===== config.mk =====
export PLATFORM = sky130hd
export DESIGN_NAME = circular_fault_log_core
export DESIGN_NICKNAME = d
export VERILOG_FILES = /design/src/sv/cfl_pkg.sv /design/src/sv/cfl_ctrl.sv /design/src/sv/cfl_datapath.sv /design/src/sv/circular_fault_log_core.sv
export SDC_FILE = /design/constraint.sdc
export NUM_CORES = 1
export LEC_CHECK = 0
export ABC_CLOCK_PERIOD_IN_PS = 8800
export BUFFER_PORTS_ARGS = -buffer_cell sky130_fd_sc_hd__buf_2
export CORE_UTILIZATION = 60
export DETAILED_ROUTE_END_ITERATION = 16
export PLACE_DENSITY_LB_ADDON = 0.08
export SYNTH_ARGS = -nofsm -noshare
export SYNTH_HDL_FRONTEND = slang
export SYNTH_SLANG_ARGS = --single-unit

===== constraint.sdc =====
create_clock -name clk -period 8.8 [get_ports clk]
set_input_delay 0.44 -clock clk [delete_from_list [all_inputs] [get_ports clk]]
set_output_delay 0.44 -clock clk [all_outputs]
set_load 0.02 [all_outputs]

===== src/sv/cfl_pkg.sv =====
// types, codes and constants shared by the fault log modules
package cfl_pkg;

    localparam int unsigned LOG_DEPTH_DEF = 16;

    localparam int unsigned FUNC_W  = 2;
    localparam int unsigned CODE_W  = 8;
    localparam int unsigned SEV_W   = 3;
    localparam int unsigned TIME_W  = 32;
    localparam int unsigned MAXR_W  = 5;
    localparam int unsigned ACT_W   = 16;
    localparam int unsigned FILL_W  = 5;
    localparam int unsigned REC_W   = TIME_W + CODE_W + SEV_W;
    localparam int unsigned IN_W    = CODE_W + SEV_W + TIME_W + MAXR_W;
    localparam int unsigned OUT_W   = TIME_W + CODE_W + SEV_W + ACT_W + FILL_W;
    localparam int unsigned PADDR_W = 2;
    localparam int unsigned PDATA_W = 32;

    localparam logic [FUNC_W-1:0] FUNC_RAISE = 2'd0;
    localparam logic [FUNC_W-1:0] FUNC_CLEAR = 2'd1;
    localparam logic [FUNC_W-1:0] FUNC_SNAP  = 2'd2;

    localparam logic [MAXR_W-1:0] RESULT_CAP   = 5'd16;
    localparam logic [ACT_W-1:0]  ACTIVE_MAX   = 16'hFFFF;
    localparam logic [FILL_W-1:0] FILL_OUT_MAX = 5'd31;
    localparam logic [SEV_W-1:0]  WARN_RESET   = 3'd1;

    localparam logic [PADDR_W-1:0] ADDR_WARN_LEVEL = 2'd0;

    typedef enum logic [1:0] {
        ST_IDLE,
        ST_EXEC,
        ST_SNAP
    } cfl_state_t;

    typedef struct packed {
        logic capture;
        logic exec;
        logic snap_start;
        logic emit;
    } cfl_cmd_t;

    typedef struct packed {
        logic [FUNC_W-1:0] func;
        logic              snap_empty;
        logic              out_free;
        logic              last_rec;
    } cfl_stat_t;

endpackage


===== src/sv/cfl_ctrl.sv =====
// controller state machine of the fault log
module cfl_ctrl
(
    input  logic              clk,
    input  logic              rst_n,
    input  logic              s_tvalid,
    output logic              s_tready,
    input  cfl_pkg::cfl_stat_t stat,
    output cfl_pkg::cfl_cmd_t  cmd
);
    import cfl_pkg::*;

    cfl_state_t state_reg;
    cfl_state_t state_next;

    always_ff @(posedge clk or negedge rst_n)
    begin
        if (!rst_n)
        begin
            state_reg <= ST_IDLE;
        end
        else
        begin
            state_reg <= state_next;
        end
    end

    always_comb
    begin
        state_next = state_reg;
        unique case (state_reg)
            ST_IDLE:
            begin
                if (s_tvalid)
                begin
                    state_next = ST_EXEC;
                end
            end
            ST_EXEC:
            begin
                if (stat.out_free)
                begin
                    if (stat.func == FUNC_SNAP && !stat.snap_empty)
                    begin
                        state_next = ST_SNAP;
                    end
                    else
                    begin
                        state_next = ST_IDLE;
                    end
                end
            end
            ST_SNAP:
            begin
                if (stat.out_free && stat.last_rec)
                begin
                    state_next = ST_IDLE;
                end
            end
            default:
            begin
                state_next = ST_IDLE;
            end
        endcase
    end

    always_comb
    begin
        s_tready       = 1'b0;
        cmd            = '0;
        unique case (state_reg)
            ST_IDLE:
            begin
                s_tready    = 1'b1;
                cmd.capture = s_tvalid;
            end
            ST_EXEC:
            begin
                if (stat.out_free)
                begin
                    if (stat.func == FUNC_SNAP && !stat.snap_empty)
                    begin
                        cmd.snap_start = 1'b1;
                    end
                    else
                    begin
                        cmd.exec = 1'b1;
                    end
                end
            end
            ST_SNAP:
            begin
                cmd.emit = stat.out_free;
            end
            default:
            begin
                cmd = '0;
            end
        endcase
    end

endmodule


===== src/sv/cfl_datapath.sv =====
// record ring, counters, snapshot read pointer and output register
module cfl_datapath
#(
    parameter int unsigned LOG_DEPTH = cfl_pkg::LOG_DEPTH_DEF
)
(
    input  logic                        clk,
    input  logic                        rst_n,
    input  logic [cfl_pkg::SEV_W-1:0]   warn_level,
    input  logic [cfl_pkg::IN_W-1:0]    s_tdata,
    input  logic [cfl_pkg::FUNC_W-1:0]  s_tuser,
    output logic                        m_tvalid,
    input  logic                        m_tready,
    output logic [cfl_pkg::OUT_W-1:0]   m_tdata,
    output logic [0:0]                  m_tuser,
    output logic                        m_tlast,
    input  cfl_pkg::cfl_cmd_t           cmd,
    output cfl_pkg::cfl_stat_t          stat
);
    import cfl_pkg::*;

    localparam int unsigned IW = $clog2(LOG_DEPTH);
    localparam int unsigned CW = $clog2(LOG_DEPTH + 1);

    // captured item
    logic [FUNC_W-1:0] func_reg;
    logic [CODE_W-1:0] code_reg;
    logic [SEV_W-1:0]  sev_reg;
    logic [TIME_W-1:0] time_reg;
    logic [MAXR_W-1:0] maxr_reg;

    // log state
    logic [REC_W-1:0]  rec_mem_reg [LOG_DEPTH];
    logic [REC_W-1:0]  rd_data_reg;
    logic [IW-1:0]     head_reg;
    logic [IW-1:0]     head_next;
    logic [CW-1:0]     held_reg;
    logic [CW-1:0]     held_next;
    logic [ACT_W-1:0]  active_reg;
    logic [ACT_W-1:0]  active_next;

    // snapshot walk
    logic [IW-1:0]     ptr_reg;
    logic [IW-1:0]     ptr_next;
    logic [MAXR_W-1:0] remain_reg;
    logic [MAXR_W-1:0] remain_next;
    logic [IW-1:0]     snap_base;
    logic [MAXR_W-1:0] snap_len;
    logic [IW-1:0]     rd_addr;
    logic              rd_en;
    logic              last_rec;

    // output register
    logic              out_valid_reg;
    logic              out_last_reg;
    logic              out_rec_reg;
    logic [OUT_W-1:0]  out_data_reg;
    logic              out_free;
    logic [FILL_W-1:0] fill_sat;
    logic              do_raise;
    logic              do_clear;

    function automatic logic [IW-1:0] wrap_inc(input logic [IW-1:0] idx);
        logic [IW-1:0] res;
        if (idx == IW'(LOG_DEPTH - 1))
        begin
            res = '0;
        end
        else
        begin
            res = idx + 1'b1;
        end
        return res;
    endfunction

    always_ff @(posedge clk)
    begin
        if (cmd.capture)
        begin
            func_reg <= s_tuser;
            code_reg <= s_tdata[CODE_W-1:0];
            sev_reg  <= s_tdata[CODE_W +: SEV_W];
            time_reg <= s_tdata[CODE_W+SEV_W +: TIME_W];
            maxr_reg <= s_tdata[CODE_W+SEV_W+TIME_W +: MAXR_W];
        end
    end

    assign do_raise = cmd.exec && func_reg == FUNC_RAISE;
    assign do_clear = cmd.exec && func_reg == FUNC_CLEAR;

    always_comb
    begin
        head_next   = head_reg;
        held_next   = held_reg;
        active_next = active_reg;
        if (do_raise)
        begin
            head_next = wrap_inc(head_reg);
            if (held_reg < CW'(LOG_DEPTH))
            begin
                held_next = held_reg + 1'b1;
            end
            if (sev_reg >= warn_level && active_reg != ACTIVE_MAX)
            begin
                active_next = active_reg + 1'b1;
            end
        end
        else if (do_clear)
        begin
            head_next   = '0;
            held_next   = '0;
            active_next = '0;
        end
    end

    always_ff @(posedge clk or negedge rst_n)
    begin
        if (!rst_n)
        begin
            head_reg   <= '0;
            held_reg   <= '0;
            active_reg <= '0;
        end
        else
        begin
            head_reg   <= head_next;
            held_reg   <= held_next;
            active_reg <= active_next;
        end
    end

    // number of records a snapshot returns and the oldest slot
    always_comb
    begin
        logic [31:0] n;
        n = 32'(held_reg);
        if (32'(maxr_reg) < n)
        begin
            n = 32'(maxr_reg);
        end
        if (32'(RESULT_CAP) < n)
        begin
            n = 32'(RESULT_CAP);
        end
        snap_len = n[MAXR_W-1:0];
        if (held_reg < CW'(LOG_DEPTH))
        begin
            snap_base = '0;
        end
        else
        begin
            snap_base = head_reg;
        end
    end

    assign last_rec = remain_reg == MAXR_W'(1);
    assign rd_en    = cmd.snap_start || (cmd.emit && !last_rec);
    assign rd_addr  = cmd.snap_start ? snap_base : ptr_reg;

    always_comb
    begin
        ptr_next    = ptr_reg;
        remain_next = remain_reg;
        if (cmd.snap_start)
        begin
            ptr_next    = wrap_inc(snap_base);
            remain_next = snap_len;
        end
        else if (cmd.emit)
        begin
            ptr_next    = wrap_inc(ptr_reg);
            remain_next = remain_reg - 1'b1;
        end
    end

    always_ff @(posedge clk or negedge rst_n)
    begin
        if (!rst_n)
        begin
            ptr_reg    <= '0;
            remain_reg <= '0;
        end
        else
        begin
            ptr_reg    <= ptr_next;
            remain_reg <= remain_next;
        end
    end

    always_ff @(posedge clk)
    begin
        if (do_raise)
        begin
            rec_mem_reg[head_reg] <= {sev_reg, code_reg, time_reg};
        end
        if (rd_en)
        begin
            rd_data_reg <= rec_mem_reg[rd_addr];
        end
    end

    // status fields after this item
    always_comb
    begin
        if (32'(held_next) > 32'(FILL_OUT_MAX))
        begin
            fill_sat = FILL_OUT_MAX;
        end
        else
        begin
            fill_sat = FILL_W'(held_next);
        end
    end

    assign out_free = !out_valid_reg || m_tready;

    always_ff @(posedge clk or negedge rst_n)
    begin
        if (!rst_n)
        begin
            out_valid_reg <= 1'b0;
        end
        else if (cmd.exec || cmd.emit)
        begin
            out_valid_reg <= 1'b1;
        end
        else if (m_tready)
        begin
            out_valid_reg <= 1'b0;
        end
    end

    always_ff @(posedge clk)
    begin
        if (cmd.exec)
        begin
            out_rec_reg  <= 1'b0;
            out_last_reg <= 1'b1;
            out_data_reg <= {fill_sat, active_next, {REC_W{1'b0}}};
        end
        else if (cmd.emit)
        begin
            out_rec_reg  <= 1'b1;
            out_last_reg <= last_rec;
            out_data_reg <= {fill_sat, active_next, rd_data_reg};
        end
    end

    assign m_tvalid = out_valid_reg;
    assign m_tdata  = out_data_reg;
    assign m_tuser  = out_rec_reg;
    assign m_tlast  = out_last_reg;

    assign stat.func       = func_reg;
    assign stat.snap_empty = snap_len == '0;
    assign stat.out_free   = out_free;
    assign stat.last_rec   = last_rec;

endmodule


===== src/sv/circular_fault_log_core.sv =====
// circular fault log: top level with configuration register
// raise, clear and status words: captured, then the result is registered; one item in flight
// snapshot: first record read from memory, then registered; then one record a cycle while
// the output is not stalled, set by the single read port of the record memory
// a new word is taken as soon as the last result sits in the output register
// reset clears head, fill count, active counter and sets warn_level to 1; records undefined
module circular_fault_log_core
#(
    parameter int unsigned LOG_DEPTH = cfl_pkg::LOG_DEPTH_DEF
)
(
    input  logic                         clk,
    input  logic                         rst_n,
    input  logic                         s_tvalid,
    output logic                         s_tready,
    // fault_code, severity, time_ms, max_records
    input  logic [cfl_pkg::IN_W-1:0]     s_tdata,
    // func
    input  logic [cfl_pkg::FUNC_W-1:0]   s_tuser,
    output logic                         m_tvalid,
    input  logic                         m_tready,
    // rec_time, rec_code, rec_severity, active_count, fill_count
    output logic [cfl_pkg::OUT_W-1:0]    m_tdata,
    // rec_valid
    output logic [0:0]                   m_tuser,
    output logic                         m_tlast,
    input  logic                         psel,
    input  logic                         penable,
    input  logic                         pwrite,
    input  logic [cfl_pkg::PADDR_W-1:0]  paddr,
    input  logic [cfl_pkg::PDATA_W-1:0]  pwdata,
    output logic [cfl_pkg::PDATA_W-1:0]  prdata,
    output logic                         pready
);
    import cfl_pkg::*;

    logic [SEV_W-1:0] warn_level_reg;
    logic             cfg_wr;
    cfl_cmd_t         cmd;
    cfl_stat_t        stat;

    assign pready = 1'b1;
    assign cfg_wr = psel && penable && pwrite;

    always_ff @(posedge clk or negedge rst_n)
    begin
        if (!rst_n)
        begin
            warn_level_reg <= WARN_RESET;
        end
        else if (cfg_wr && paddr == ADDR_WARN_LEVEL)
        begin
            warn_level_reg <= pwdata[SEV_W-1:0];
        end
    end

    always_comb
    begin
        prdata = '0;
        unique case (paddr)
            ADDR_WARN_LEVEL: prdata = PDATA_W'(warn_level_reg);
            default:         prdata = '0;
        endcase
    end

    cfl_ctrl u_ctrl
    (
        .clk      (clk),
        .rst_n    (rst_n),
        .s_tvalid (s_tvalid),
        .s_tready (s_tready),
        .stat     (stat),
        .cmd      (cmd)
    );

    cfl_datapath
    #(
        .LOG_DEPTH (LOG_DEPTH)
    )
    u_datapath
    (
        .clk        (clk),
        .rst_n      (rst_n),
        .warn_level (warn_level_reg),
        .s_tdata    (s_tdata),
        .s_tuser    (s_tuser),
        .m_tvalid   (m_tvalid),
        .m_tready   (m_tready),
        .m_tdata    (m_tdata),
        .m_tuser    (m_tuser),
        .m_tlast    (m_tlast),
        .cmd        (cmd),
        .stat       (stat)
    );

endmodule

# ---- Word level (Yosys, flattened, before mapping)
# Memories as Yosys holds them, arrays and structs flattened. A register that Yosys moved wholly into a read port is not among the register bits.
# Index checks and enable logic that the tools add are counted.
dict set report totals {
  word_cells 102
  memories 1
  in_bits 91
  ram_bits 688
  output_inout_bits 101
  register_bits 156
}
# name depth word_bits rd rd_clocked_by_memory_dff write_ports line_no
set memory_table {}
lappend memory_table {u_datapath.rec_mem_reg 16 43 1 1 1 cfl_datapath.sv:33} ;# logic [REC_W-1:0] rec_mem_reg [LOG_DEPTH];
dict set report op_classes {
  n_reduce_logical 24
  mux 38
  order_cmp 4
  n_eq_ne 12
  add_sub_neg 6
}
# op n
set ops {}
lappend ops {{64-bit two-way mux} 2}
lappend ops {{16-bit two-way mux} 3}
lappend ops {{4-bit two-way mux} 9}
lappend ops {{5-bit two-way mux} 7}
lappend ops {{16-bit by 1-bit adder with 16-bit output, second input constant} 1}
lappend ops {{16-bit != test, second input constant} 1}
lappend ops {{4-bit by 1-bit adder with 4-bit output, second input constant} 3}
lappend ops {{4-bit == test, second input constant} 3}
lappend ops {{2-bit two-way mux} 6}
lappend ops {{1-bit logical AND} 9}
lappend ops {{1-bit two-way mux} 9}
lappend ops {{2-bit nonzero test} 4}
lappend ops {{2-bit logical NOT} 3}
lappend ops {{2-bit one-hot mux with 3 select lines} 1}
lappend ops {{5-bit by 1-bit adder with 5-bit output, second input constant} 1}
lappend ops {{5-bit by 1-bit == test with 1-bit output, second input constant} 1}
lappend ops {{5-bit logical NOT} 1}
lappend ops {{5-bit less-than comparator} 1}
lappend ops {{5-bit less-than comparator, first input constant} 1}
lappend ops {{5-bit less-than comparator, second input constant} 1}
lappend ops {{5-bit by 1-bit subtractor with 5-bit output, second input constant} 1}
lappend ops {{2-bit by 1-bit == test with 1-bit output, second input constant} 2}
lappend ops {{2-bit == test, second input constant} 2}
lappend ops {{2-bit by 1-bit != test with 1-bit output, second input constant} 2}
lappend ops {{other kinds (6)} 10}

# ---- Logic depth before layout (Yosys ltp)
dict set report depth {
  word_depth 15
  ltp_mapped 15
  depth_no_buf 10
}

# ---- By module
# From an unflattened synthesis, not the netlist that was laid out.
dict set report hier_totals {
  hier_cells 1973
  hier_area_um2 34042.6
}
# module seq_area_each_um2 area_each_um2 instances cells_each
set by_module_without_submodules {}
lappend by_module_without_submodules {cfl_datapath 25859.8 33520.9 1 1915}
lappend by_module_without_submodules {circular_fault_log_core 76.3 384.1 1 43}
lappend by_module_without_submodules {cfl_ctrl 50.0 137.6 1 15}

# ---- Worst setup path before layout
# OpenSTA, ideal clock, no wires.
dict set report synth_timing {
  path_kind {reg2reg}
  startpoint {register u_datapath.out_valid_reg, in the netlist u_datapath.m_tvalid}
  endpoint {register u_datapath.rd_data_reg[0], read port of u_datapath.rec_mem_reg (enable)}
  slack_ps 4143
  path_stages_with_launch 6
  arrival_ps 4154
  setup_time_ps 503
  synth_period_minus_slack_ps 4657
  t_required_ps 8297
  cell_sequence {dfrtp_1 -> nand2b_1 -> nand2_1 -> clkbuf_1 -> clkbuf_1 -> o21ai_0}
}
dict set report synth_between {
  elab_chain_cells 5
}
# element line_no
set synth_rtl {}
lappend synth_rtl {{start, declared} cfl_datapath.sv:54} ;# logic out_valid_reg;
lappend synth_rtl {{start signal, assigned} cfl_datapath.sv:221} ;# out_valid_reg <= 1'b0;
lappend synth_rtl {{start signal, assigned} cfl_datapath.sv:225} ;# out_valid_reg <= 1'b1;
lappend synth_rtl {{start signal, assigned} cfl_datapath.sv:229} ;# out_valid_reg <= 1'b0;
lappend synth_rtl {{1-bit logical NOT (*)} cfl_datapath.sv:215} ;# assign out_free = !out_valid_reg || m_tready;
lappend synth_rtl {{1-bit logical OR (*)} cfl_datapath.sv:215}
lappend synth_rtl {{2-bit two-way mux or 1-bit two-way mux (tied branches)} {cfl_ctrl.sv:79, cfl_ctrl.sv:71}}
lappend synth_rtl {{2-bit two-way mux or 1-bit logical AND (tied branches)} {cfl_ctrl.sv:71, cfl_datapath.sv:157}}
lappend synth_rtl {{1-bit logical OR (*)} cfl_datapath.sv:157} ;# assign rd_en = cmd.snap_start || (cmd.emit && !last_rec);
lappend synth_rtl {{net u_datapath.rd_en} cfl_datapath.sv:50} ;# logic rd_en;
lappend synth_rtl {{end, declared} cfl_datapath.sv:34} ;# logic [REC_W-1:0] rd_data_reg;
# Mark *: on every way through the listed nets, which the timed path passes. The rest lies on a longest branch.
# A chain may end at the register's enable or synchronous reset.

# ---- Final worst setup path
dict set report layout_timing {
  startpoint {register u_datapath.held_reg[4]}
  endpoint {register u_datapath.rd_data_reg[11], read port of u_datapath.rec_mem_reg, data pin}
}
dict set report layout_between {
  elab_chain_cells 11
}
# element line_no
set layout_rtl {}
lappend layout_rtl {{start, declared} cfl_datapath.sv:37} ;# logic [CW-1:0] held_reg;
lappend layout_rtl {{start signal, assigned} cfl_datapath.sv:127} ;# held_reg <= held_next;
lappend layout_rtl {{5-bit less-than comparator} cfl_datapath.sv:137} ;# if (32'(maxr_reg) < n)
lappend layout_rtl {{5-bit two-way mux} cfl_datapath.sv:137}
lappend layout_rtl {{5-bit less-than comparator} cfl_datapath.sv:141} ;# if (32'(RESULT_CAP) < n)
lappend layout_rtl {{5-bit two-way mux} cfl_datapath.sv:141}
lappend layout_rtl {{5-bit logical NOT} cfl_datapath.sv:255} ;# assign stat.snap_empty = snap_len == '0;
lappend layout_rtl {{1-bit logical NOT} cfl_ctrl.sv:81} ;# if (stat.func == FUNC_SNAP && !stat.snap_empty)
lappend layout_rtl {{1-bit logical AND} cfl_ctrl.sv:81}
lappend layout_rtl {{1-bit two-way mux} cfl_ctrl.sv:81}
lappend layout_rtl {{2-bit two-way mux} cfl_ctrl.sv:79} ;# if (stat.out_free)
lappend layout_rtl {{2-bit two-way mux} cfl_ctrl.sv:71} ;# unique case (state_reg)
lappend layout_rtl {{4-bit two-way mux or 1-bit logical OR (tied branches)} {cfl_datapath.sv:158, cfl_datapath.sv:157}}
# Several ways; a longest one is shown, not always the timed one.

==> results.md <==
* Filler instances at 3668
* Clk_lat worst skew at 0.63 ns
* CTS root buf: clkbuf_16
* Dominant cells by area after synthesis: edfxtp_1, mux2i_1, o22ai_1
* Initial DRC count at 1690
* Htree depth at 3
* Clk sinks at 887
* Vias/cell at 6.05
* #FFs+latches synth at 887
* Synth cell types at 51
* Arr. time, crit path at 5.96 ns
* CP Data Required Time at 9.16 ns
* CP top delay family: simple AND/OR/NAND/NOR gates
* Initial antenna violation count at 0
* # DRC at 0
* Detail Route Antenna Nets at 0
* Slew Viols, Final at 0
* Utilization after layout at 69.5%
* Final Wtd Congestion at 0.782
* Largest net degree at the start of global routing at 100
* Max Root-Sink Buffers at 3
* Via Count at 18300
* Inserted Clock Buffers at 88
* Yosys Warn Count at 0
* Relative slew margins at 19.9%
* Row count at 86
* First-pass GRT wire length at 111000 µm
* Power density over the cells at 289 mW/mm²
* CP max stage cell: and4_1
* Antenna fix cells at 0
* Ys flop type: edfxtp_1
* CTS tree: yes
* Syn Inst Count at 2002
* Type of the worst setup path: reg2reg
* Setup-failing EPs final at 0
* IO Port Bufs at 132
* Setup_tns at 0 ns
* DIE AREA at 0.0574 mm²
* Nets at 2307
* Critical path fanouts, max at 65
* Startpoint types: register
* Total gr overflow at 0
* Outcome: completed
* I/O pins at 192
* Syn avg cell area at 16.9 µm²
* Share of cells above drive strength 1 at 14.5%
* Post-synth top area cell: edfxtp_1
* Clock transition at path regs at 0.06 ns
* Initial Util at 61.1%
* Layout Skew at 0.0153 ns
* Layout area overhead at 13.8%
* Ordered list of cells on the worst path: inv_1 > ha_1 > a21o_1 > nor4b_1 > a21oi_1 > and4_1 > mux2_8 > buf_4 > mux2i_1 > o22ai_1 > or4_1
* Maximum vdd drop at 0.224 mV
* Fmax achieved at 179 MHz
* Wirelength, routed at 75800 µm
* Pre-antenna DRT Iters at 5
* Fraction of registers with async set/reset at 4.51%
* Final Hold Violating Endpoints at 0
* Post-CTS Resized at 0
* DP Worst Slack at 3.26 ns
* Number of flops mapped to enable cells by yosys at 802
* Vias in the first global route at 18000
* Die Height at 240 µm
* Post-CTS Hold Buffers at 43
* CORE AREA at 0.0554 mm²
* P_leak at 13.0 nW
* Final worst slack at 3.21 ns
* Unrepaired setup endpoints after global routing: no
* Tot GR Track Use at 26.8%
* Hold Path Class: in2reg
* Critical Path End Type: register
* Worst slew pin tran at 1.20 ns
* Post-synth top area share at 71.1%
* Crit path buffers/inverters at 2
* Final period util at 63.5%
* Die X at 240 µm
* Fin crit period at 5.59 ns
* Wirelength per Cell at 25.1 µm
* Post-CTS Setup Repair Bufs at 0
* Largest stage delay on the critical path at 0.81 ns
* Seq/Total Area, Yosys at 76.8%
* Mapped Area at 0.0339 mm²
* Maxcap violations at 0
* Max reg flops at 688
* DP Wirelength at 36300 µm
## final timing paths
path / end / cells past startpoint / slack [ns] / from
setup / recovery: u_datapath.rd_data_reg[11]$_DFFE_PP_ / 11 / 3.21 / u_datapath.held_reg[4]$_DFF_PN0_
hold / removal: u_datapath.time_reg[5]$_DFFE_PP_ / 1 / 0.02 / s_tdata[16]
setup reg to reg: u_datapath.rd_data_reg[11]$_DFFE_PP_ / 11 / 3.21 / u_datapath.held_reg[4]$_DFF_PN0_
hold reg to reg: u_datapath.m_tdata[32]$_SDFFE_PP0P_ / 2 / 0.45 / u_datapath.m_tdata[32]$_SDFFE_PP0P_
max in group asynchronous: u_datapath.remain_reg[1]$_DFFE_PN0P_ / 2 / 7.72 / rst_n
min in group asynchronous: u_datapath.active_reg[9]$_DFF_PN0_ / 2 / 0.49 / rst_n
## per-stage QoR
stage / total power, mW / instances / hold WS, ns / instance area [µm²]
after global placement: 7.59 / 2813 / 0.441 / 35300
after detailed placement: 7.66 / 2813 / 0.444 / 35300
final: 11.1 / 3023 / 0.0201 / 38500
after global routing: 11.6 / 3023 / 0.00508 / 38500
after floorplan: 6.96 / 2030 / 0.144 / 34000
after CTS: 11.2 / 3022 / 0.000810 / 38500
## power breakdown
part | switching [mW] | leakage, nW | total [mW] | internal (mW)
combinational | 1.34 | 3.50 | 2.10 | 0.757
clock | 1.55 | 1.35 | 3.56 | 2.02
sequential | 0.308 | 8.15 | 5.49 | 5.18
total | 3.19 | 13.0 | 11.1 | 7.95
## worst register-to-register path: cells and delay by family (launching register included)
| kind | cells | cell delay [ns] |
|---|---|---|
| simple gates | 3 | 1.50 |
| flops | 1 | 0.58 |
| compound gates | 3 | 0.64 |
| fa+ha+maj | 1 | 0.39 |
| mux | 2 | 1.12 |
| buf+inv | 2 | 1.09 |
## synth_stat cells (3+ instances only)
library cell  number
or4_1             44
nand2_1          115
and2_1            26
dfxtp_1           45
ha_1              17
buf_4             30
nand2b_1           5
a21oi_1           54
buf_2             36
nor4_1             5
and3_1             5
nor2b_1            4
xor2_1            12
mux2_2             4
inv_1             15
o21ai_0           15
dfrtp_1           39
nor3_1            26
o22ai_1          172
nor3b_1            3
buf_6              3
a21o_1             4
and4_1             3
clkbuf_1          62
nand4_1            4
nand3b_1           3
nand3_1           15
mux2i_1          347
nor2_1            39
edfxtp_1         802
xnor2_1            6
nor4b_1            3
a31oi_1            9
o31ai_1            4
## area by class of cell
type                       count  area, µm²  share of cell area (%)
tap                          748        936                    2.43
multi-input combinational    997       7420                    19.3
clock buffer                 122       2410                    6.25
clock inverter                44        337                   0.874
sequential                   887      26000                    67.4
timing repair buffer         210       1380                    3.59
inverter                      15       56.3                   0.146
## logic make-up (layout without fill, tap and decap cells)
logic type      after synthesis  after routing  synth area share [%]
other cells                   2             30                0.0222
simple gates                302            302                  4.52
compound gates              278            278                  5.02
flops                       887            887                  76.8
xor+xnor                     18             18                 0.466
buf+inv                     146            391                  2.15
fa+ha+maj                    17             17                 0.628
mux                         352            352                  10.4
## cell usage in the layout, fill, tap and decap left out, types with 6 or more instances in the layout
| master | count |
|---|---|
| edfxtp_1 | 802 |
| mux2i_1 | 347 |
| o22ai_1 | 172 |
| buf_2 | 132 |
| nand2_1 | 114 |
| clkbuf_16 | 88 |
| a21oi_1 | 51 |
| dfxtp_1 | 45 |
| or4_1 | 44 |
| dlygate4sd3_1 | 44 |
| nor2_1 | 39 |
| dfrtp_1 | 39 |
| buf_4 | 32 |
| conb_1 | 30 |
| nor3_1 | 26 |
| clkbuf_1 | 26 |
| ha_1 | 17 |
| clkinv_2 | 17 |
| inv_1 | 15 |
| nand3_1 | 15 |
| o21ai_0 | 14 |
| and2_2 | 13 |
| clkinv_1 | 13 |
| and2_1 | 12 |
| xor2_1 | 12 |
| clkbuf_8 | 8 |
| inv_6 | 7 |
| xnor2_1 | 6 |
## per-layer routing
layer	part of all wire (%)	global-route usage [%]	vias to the layer above
li1	-	-	8201
met1	42	37.2	9260
met2	49	43.9	700
met3	7.1	4.29	128
met4	2.2	8.51	0
met5	0	0	-
Power figures use the tool's default switching activity.
